### src/design/mfrs_pkg.sv
// shared types, constants and the row remap table for the frame store scan-out block
// no dependencies; every other design file refers to it by scoped names
package mfrs_pkg;

    localparam int PIXEL_COLUMNS  = 144;
    localparam int PIXEL_ROWS     = 65;
    localparam int PAGE_COUNT     = 9;
    localparam int GROUPS_PER_ROW = 18;
    localparam int REMAP_LEN      = 65;

    localparam int STORE_BYTES = PAGE_COUNT * PIXEL_COLUMNS;
    localparam int ADDR_W      = $clog2(STORE_BYTES);
    localparam int SCAN_CYCLES = GROUPS_PER_ROW * 8;
    localparam int CNT_W       = ADDR_W;
    localparam int WIDE_W      = 13;

    localparam logic [1:0] OP_WRITE = 2'd0;
    localparam logic [1:0] OP_SCAN  = 2'd1;
    localparam logic [1:0] OP_CLEAR = 2'd2;

    typedef struct packed {
        logic [1:0] operation;
        logic [7:0] x_pos;
        logic [7:0] y_pos;
        logic       pixel_on;
        logic [6:0] row_select;
    } request_t;

    typedef struct packed {
        logic [7:0] row_byte;
        logic [4:0] column_group;
        logic       last_byte;
    } result_t;

    typedef enum logic [2:0] {
        ADDR_HOLD,
        ADDR_ZERO,
        ADDR_WR,
        ADDR_SCAN,
        ADDR_INC
    } addr_op_t;

    typedef struct packed {
        logic       load;
        addr_op_t   addr_op;
        logic       mem_rd;
        logic       mem_wr;
        logic       wr_zero;
        logic       gather;
        logic       emit;
        logic [4:0] group;
        logic       last;
    } ctrl_cmd_t;

    typedef struct packed {
        logic [1:0] op;
        logic       wr_ok;
        logic       page_ok;
    } dp_status_t;

    // physical row to logical row, interlaced com order
    function automatic logic [6:0] remap_row(input logic [6:0] row);
        logic [6:0] r;
        r = row;
        unique case (row)
            7'd0:  r = 7'd32;
            7'd1:  r = 7'd15;
            7'd2:  r = 7'd31;
            7'd3:  r = 7'd14;
            7'd4:  r = 7'd30;
            7'd5:  r = 7'd13;
            7'd6:  r = 7'd29;
            7'd7:  r = 7'd12;
            7'd8:  r = 7'd28;
            7'd9:  r = 7'd11;
            7'd10: r = 7'd27;
            7'd11: r = 7'd10;
            7'd12: r = 7'd26;
            7'd13: r = 7'd9;
            7'd14: r = 7'd25;
            7'd15: r = 7'd8;
            7'd16: r = 7'd24;
            7'd17: r = 7'd7;
            7'd18: r = 7'd23;
            7'd19: r = 7'd6;
            7'd20: r = 7'd22;
            7'd21: r = 7'd5;
            7'd22: r = 7'd21;
            7'd23: r = 7'd4;
            7'd24: r = 7'd20;
            7'd25: r = 7'd3;
            7'd26: r = 7'd19;
            7'd27: r = 7'd2;
            7'd28: r = 7'd18;
            7'd29: r = 7'd1;
            7'd30: r = 7'd17;
            7'd31: r = 7'd0;
            7'd64: r = 7'd65;
            // rows 32 to 63 shift up by one, rows past the table map to themselves
            default: r = (row < 7'd64) ? row + 7'd1 : row;
        endcase
        return r;
    endfunction

endpackage

### src/design/mfrs_ctrl.sv
// controller state machine: request dispatch, pixel read-modify-write, row scan, clear sweep
// depends on mfrs_pkg for command and status types
module mfrs_ctrl (
    input  logic                  clk,
    input  logic                  rst_n,
    input  logic                  start,
    input  mfrs_pkg::dp_status_t  status,
    output logic                  busy,
    output mfrs_pkg::ctrl_cmd_t   cmd
);

    localparam int CNT_W = mfrs_pkg::CNT_W;

    typedef enum logic [2:0] {
        S_CLR_START,
        S_IDLE,
        S_DISPATCH,
        S_WR_READ,
        S_WR_WRITE,
        S_SCAN,
        S_CLEAR
    } state_t;

    state_t                       state_reg, state_next;
    logic                         busy_reg;
    logic [mfrs_pkg::CNT_W-1:0]   cnt_reg, cnt_next;
    logic [4:0]                   group;

    assign group = cnt_reg[3 +: 5];
    assign busy  = busy_reg;

    always_comb
    begin
        state_next   = state_reg;
        cnt_next     = cnt_reg;
        cmd          = '0;
        cmd.addr_op  = mfrs_pkg::ADDR_HOLD;
        cmd.group    = group;
        cmd.last     = (group == 5'(mfrs_pkg::GROUPS_PER_ROW - 1));
        unique case (state_reg)
            S_CLR_START:
            begin
                cmd.addr_op = mfrs_pkg::ADDR_ZERO;
                cnt_next    = '0;
                state_next  = S_CLEAR;
            end
            S_IDLE:
            begin
                cmd.load = start;
                if (start)
                begin
                    state_next = S_DISPATCH;
                end
            end
            S_DISPATCH:
            begin
                cnt_next = '0;
                unique case (status.op)
                    mfrs_pkg::OP_WRITE:
                    begin
                        if (status.wr_ok)
                        begin
                            cmd.addr_op = mfrs_pkg::ADDR_WR;
                            state_next  = S_WR_READ;
                        end
                        else
                        begin
                            state_next = S_IDLE;
                        end
                    end
                    mfrs_pkg::OP_SCAN:
                    begin
                        cmd.addr_op = mfrs_pkg::ADDR_SCAN;
                        state_next  = S_SCAN;
                    end
                    mfrs_pkg::OP_CLEAR:
                    begin
                        cmd.addr_op = mfrs_pkg::ADDR_ZERO;
                        state_next  = S_CLEAR;
                    end
                    default:
                    begin
                        state_next = S_IDLE;
                    end
                endcase
            end
            S_WR_READ:
            begin
                cmd.mem_rd = 1'b1;
                state_next = S_WR_WRITE;
            end
            S_WR_WRITE:
            begin
                cmd.mem_wr = 1'b1;
                state_next = S_IDLE;
            end
            S_SCAN:
            begin
                // columns past the image or pages past the store read as zero
                cmd.mem_rd  = status.page_ok
                              && (cnt_reg < CNT_W'(mfrs_pkg::PIXEL_COLUMNS));
                cmd.gather  = 1'b1;
                cmd.emit    = (cnt_reg[2:0] == 3'd7);
                cmd.addr_op = mfrs_pkg::ADDR_INC;
                cnt_next    = cnt_reg + 1'b1;
                if (cnt_reg == CNT_W'(mfrs_pkg::SCAN_CYCLES - 1))
                begin
                    state_next = S_IDLE;
                end
            end
            S_CLEAR:
            begin
                cmd.mem_wr  = 1'b1;
                cmd.wr_zero = 1'b1;
                cmd.addr_op = mfrs_pkg::ADDR_INC;
                cnt_next    = cnt_reg + 1'b1;
                if (cnt_reg == CNT_W'(mfrs_pkg::STORE_BYTES - 1))
                begin
                    state_next = S_IDLE;
                end
            end
            default:
            begin
                state_next = S_IDLE;
            end
        endcase
    end

    always_ff @(posedge clk or negedge rst_n)
    begin
        if (!rst_n)
        begin
            state_reg <= S_CLR_START;
            busy_reg  <= 1'b1;
            cnt_reg   <= '0;
        end
        else
        begin
            state_reg <= state_next;
            busy_reg  <= (state_next != S_IDLE);
            cnt_reg   <= cnt_next;
        end
    end

endmodule

### config.mk
export PLATFORM = sky130hd
export DESIGN_NAME = mfrs_ctrl
export DESIGN_NICKNAME = d
export VERILOG_FILES = /design/src/design/mfrs_pkg.sv /design/src/design/mfrs_ctrl.sv
export SDC_FILE = /design/constraint.sdc
export NUM_CORES = 1
export LEC_CHECK = 0
export ABC_AREA = 1
export BUFFER_PORTS_ARGS = -buffer_cell sky130_fd_sc_hd__buf_4
export CAP_MARGIN = 30
export CORE_UTILIZATION = 57
export CTS_CLUSTER_SIZE = 30
export DETAILED_ROUTE_END_ITERATION = 16
export HOLD_SLACK_MARGIN = 0.12
export PLACE_DENSITY = 0.85
export SETUP_SLACK_MARGIN = 0.1
export SYNTH_ARGS = -nofsm -noshare
export SYNTH_HDL_FRONTEND = slang
export SYNTH_SLANG_ARGS = --single-unit
### constraint.sdc
create_clock -name clk -period 2.86 [get_ports clk]
set_clock_uncertainty 0.05 [all_clocks]
set_input_delay 0.572 -clock clk [delete_from_list [all_inputs] [get_ports clk]]
set_output_delay 0.572 -clock clk [all_outputs]
set_load 0.1 [all_outputs]
# Word level (Yosys, flattened, before mapping)
# Index checks and enable logic that the tools add are counted.
[word_totals]
reg_bits = 15
[op_classes]
addsub = 1
magnitude_cmp = 1
eq_ne = 13
mux = 15
reduce_logical = 7
[ops]
columns = ["operator", "count"]
rows = [
  ["11-bit one-hot mux with 2 select lines", 1],
  ["3-bit one-hot mux with 3 select lines", 2],
  ["3-bit one-hot mux with 6 select lines", 1],
  ["3-bit == test, second input constant", 4],
  ["11-bit by 1-bit adder with 11-bit output, second input constant", 1],
  ["11-bit == test, second input constant", 1],
  ["11-bit by 8-bit == test with 1-bit output, second input constant", 1],
  ["11-bit by 8-bit less-than comparator with 1-bit output, second input constant", 1],
  ["3-bit 2-to-1 mux", 3],
  ["3-bit by 2-bit == test with 1-bit output, second input constant", 2],
  ["2-bit 2-to-1 mux", 3],
  ["2-bit one-hot mux with 3 select lines", 1],
  ["2-bit OR reduction", 3],
  ["5-bit == test, second input constant", 1],
  ["3-bit by 1-bit == test with 1-bit output, second input constant", 1],
  ["3-bit zero test", 1],
  ["1-bit 2-to-1 mux", 3],
  ["3-bit by 1-bit != test with 1-bit output, second input constant", 1],
  ["2-bit by 1-bit == test with 1-bit output, second input constant", 1],
  ["2-bit == test, second input constant", 1],
  ["2-bit zero test", 1],
  ["1-bit one-hot mux with 2 select lines", 1],
  ["2-bit nonzero test", 1],
  ["1-bit logical AND", 1],
]

# Depth between registers and ports, before layout
[depth]
word_depth = 4
depth_mapped = 9

# Worst setup path after synthesis
# OpenSTA, ideal clock, no wires.
[synth_path]
path_kind = "register to output"
from = "reg cnt_reg[4] (netlist bit)"
to = "out cmd[0] (netlist bit)"
arrival_ns = 2.636
required_ns = 2.238
slack_ns = -0.398
path_stages_with_launch = 4
path_buffers = 0
cell_sequence = "dfrtp_1 -> inv_1 -> nand2_1 -> nor3_1"
[synth_rtl]
columns = ["element", "line_no", "source"]
rows = [
  ["start, declared", "mfrs_ctrl.sv:26", "logic [mfrs_pkg::CNT_W-1:0] cnt_reg, cnt_next;"],
  ["start signal, assigned", "mfrs_ctrl.sv:141", "cnt_reg <= cnt_next;"],
  ["end, declared", "mfrs_ctrl.sv:9", "output mfrs_pkg::ctrl_cmd_t cmd"],
]

==> flow_metrics.env <==
export IMPL_setup_viol=0
export IMPL_ios=23
export IMPL_cts_tree="yes"
export IMPL_worstSetupStartpointType="flop"
export IMPL_placementRows=15
export IMPL_period_minus_slack_ps=2350
export IMPL_crit_chain="nor2_1, nand3_1, nor2_1, buf_4"
export IMPL_synth_seq_cells=15
export IMPL_synth_area_leader_cell="dfrtp_1"
export IMPL_die_w_um=44.7
export IMPL_path_class="reg2out"
export IMPL_cts_resized=0
export IMPL_cts_num_sinks=15
export IMPL_synth_most_common_cell="nand2_1"
export IMPL_synth_avg_cell_area_um2=7.02
export IMPL_cpMostUsedCell="nor2_1"
export IMPL_hold_path_class="reg2reg"
export IMPL_end_kind="output pin"
export IMPL_numCtsBuffers=3
export IMPL_drc=0
export IMPL_drv_slew=0
export IMPL_start_util=0.608
export IMPL_hold_viol_final=0
export IMPL_synth_area_um2=1040
export IMPL_portBuffers=22
export IMPL_vias=984
export IMPL_clk_transition_reported_paths_ps=70
export IMPL_yosysSeqAreaShare=0.363
export IMPL_fmax_ghz=0.426
export IMPL_gr_total_overflow=0
export IMPL_rsz0062_at_grt="false"
export IMPL_setup_tns_ps=0
export IMPL_arrival_ps=1730
export IMPL_gp_congestion=0.866
export IMPL_grt_max_degree=16
export IMPL_synth_edff_count=0
export IMPL_async_flop_share=1.00
export IMPL_die_area_um2=2000
export IMPL_fillerInstances=128
export IMPL_antenna_found_initial=0
export IMPL_critPathSlowestCell="dfrtp_1"
export IMPL_synth_commonest_cells="30 x nand2_1, 23 x inv_1, 22 x nor2_1, 15 x nand3_1, 14 x dfrtp_1"
export IMPL_dr_pass1_iters=5
export IMPL_die_h_um=44.7
export IMPL_worstSkewPairLatency_ps=280
export IMPL_netlist_instances=148
export IMPL_dr_first_iter_drc_count=36
export IMPL_drt_wirelength_per_cell_um=11.3
export IMPL_powerDensity_nw_per_um2=1030
export IMPL_fin_nets=181
export IMPL_leakage_nw=0.643
export IMPL_syn_to_final_growth_pct=18.2
export IMPL_wirelength_um=2190
export IMPL_crit_buf_inv=1
export IMPL_antenna_left=0
export IMPL_yosys_top_cells_area="dfrtp_1 34%, nand2_1 11%, inv_1 8.3%"
export IMPL_placed_cells=189
export IMPL_design_core_area_um2=1710
export IMPL_cp_data_required_time_ps=2240
export IMPL_dpl_hpwl_um=1750
export IMPL_status="complete, no violations"
export IMPL_finalNonFillerCells=194
export IMPL_ys_types=25
export IMPL_timing_final_crit_share=0.821
export IMPL_cts_buffer_depth=2
export IMPL_post_route_util=0.719
export IMPL_largest_register_ffs=11
export IMPL_vias_per_cell=5.07
export IMPL_cp_max_fo=7
export IMPL_cp_top_family="simple AND/OR/NAND/NOR gates"
export IMPL_htree_levels=1
export IMPL_grt_use_total=0.253
export IMPL_drv_cap=0
export IMPL_grt_pass1_wl_um=3640
export IMPL_worst_pin_slew_ps=485
export IMPL_synth_nets=159
export IMPL_peakVddDrop_uv=878
export IMPL_ys_warn_count=0
export IMPL_antenna_cells=0
export IMPL_synth_ff_type="dfrtp_1"
export IMPL_synth_top_area_frac=0.337
export IMPL_max_stage_delay_ps=440
export IMPL_maxSlewHeadroom=0.676
export IMPL_clockRootBuffer="clkbuf_4"
export IMPL_grt_pass1_vias=905
export IMPL_drive_above_1_share=0.231
-- routing by layer --
metal  part of all wire  vias up  GRT usage
met2               0.50       25      0.406
met3              0.037        4     0.0735
met1               0.45      448      0.318
li1                   -      507          -
met4              0.012        0      0.103
met5                  0        -          0
-- kinds of logic after synthesis --
logic type / count (synthesis) / share of synthesized area
AOI/OAI and AO/OA: 19 / 0.108
DFF: 15 / 0.363
and+or+nand+nor: 79 / 0.339
buffers and inverters: 31 / 0.142
adders and majority gates: 4 / 0.0482
-- repair_timing --
item	in CTS	in global routing
hold buffers	1	0
buffers inserted	0	0
hold endpoints to repair	14	0
-- final timing paths --
path,endpoint,start,slack (ps),depth (start not counted)
worst max-delay path,cmd[12],state_reg[2],510,4
worst min-delay path,cnt_reg[10],cnt_reg[10],430,1
worst max register to register,cnt_reg[10],cnt_reg[0],1160,7
worst min register to register,cnt_reg[10],cnt_reg[10],430,1
max in group asynchronous,busy,rst_n,1890,2
min in group asynchronous,cnt_reg[7],rst_n,620,2
-- area by class of cell --
class                   instances  area (um^2)  area share
well taps                      25         31.3      0.0255
clock buffers                   4         26.3      0.0214
flip-flops and latches         15          377       0.307
repair buffers                 23          175       0.143
multi-input cells             102          519       0.423
inverters                      25         98.8      0.0805
-- report_power, final --
group	leakage [nW]	internal (mW)	switching (mW)
logic	0.430	0.182	0.643
registers	0.198	0.261	0.0581
clock network	0.0150	0.0542	0.0625
-- cells in the final DEF, fill, tap and decap left out, drive strengths merged --
master / count
dfstp: 1
buf: 22
dfrtp: 14
nand4: 1
nand2: 32
nor2: 25
ha: 4
or2: 1
o22ai: 1
a22o: 2
a21oi: 8
nor3: 4
clkbuf: 4
inv: 25
nand3b: 1
o31ai: 1
nand3: 15
dlygate4sd3: 1
o21ai: 7
-- metrics by stage --
step / setup WS [ps] / total power, mW / hold WS (ps) / area, um^2
4_1_cts: 505 / 1.26 / 431 / 1230
3_5_place_dp: 734 / 1.15 / 383 / 1190
3_3_place_gp: 767 / 1.13 / 387 / 1190
5_1_grt: 339 / 1.34 / 451 / 1230
2_1_floorplan: 124 / 0.996 / 226 / 1040
6_report: 513 / 1.26 / 435 / 1230
Note: power is estimated with default switching activity, not from simulation.
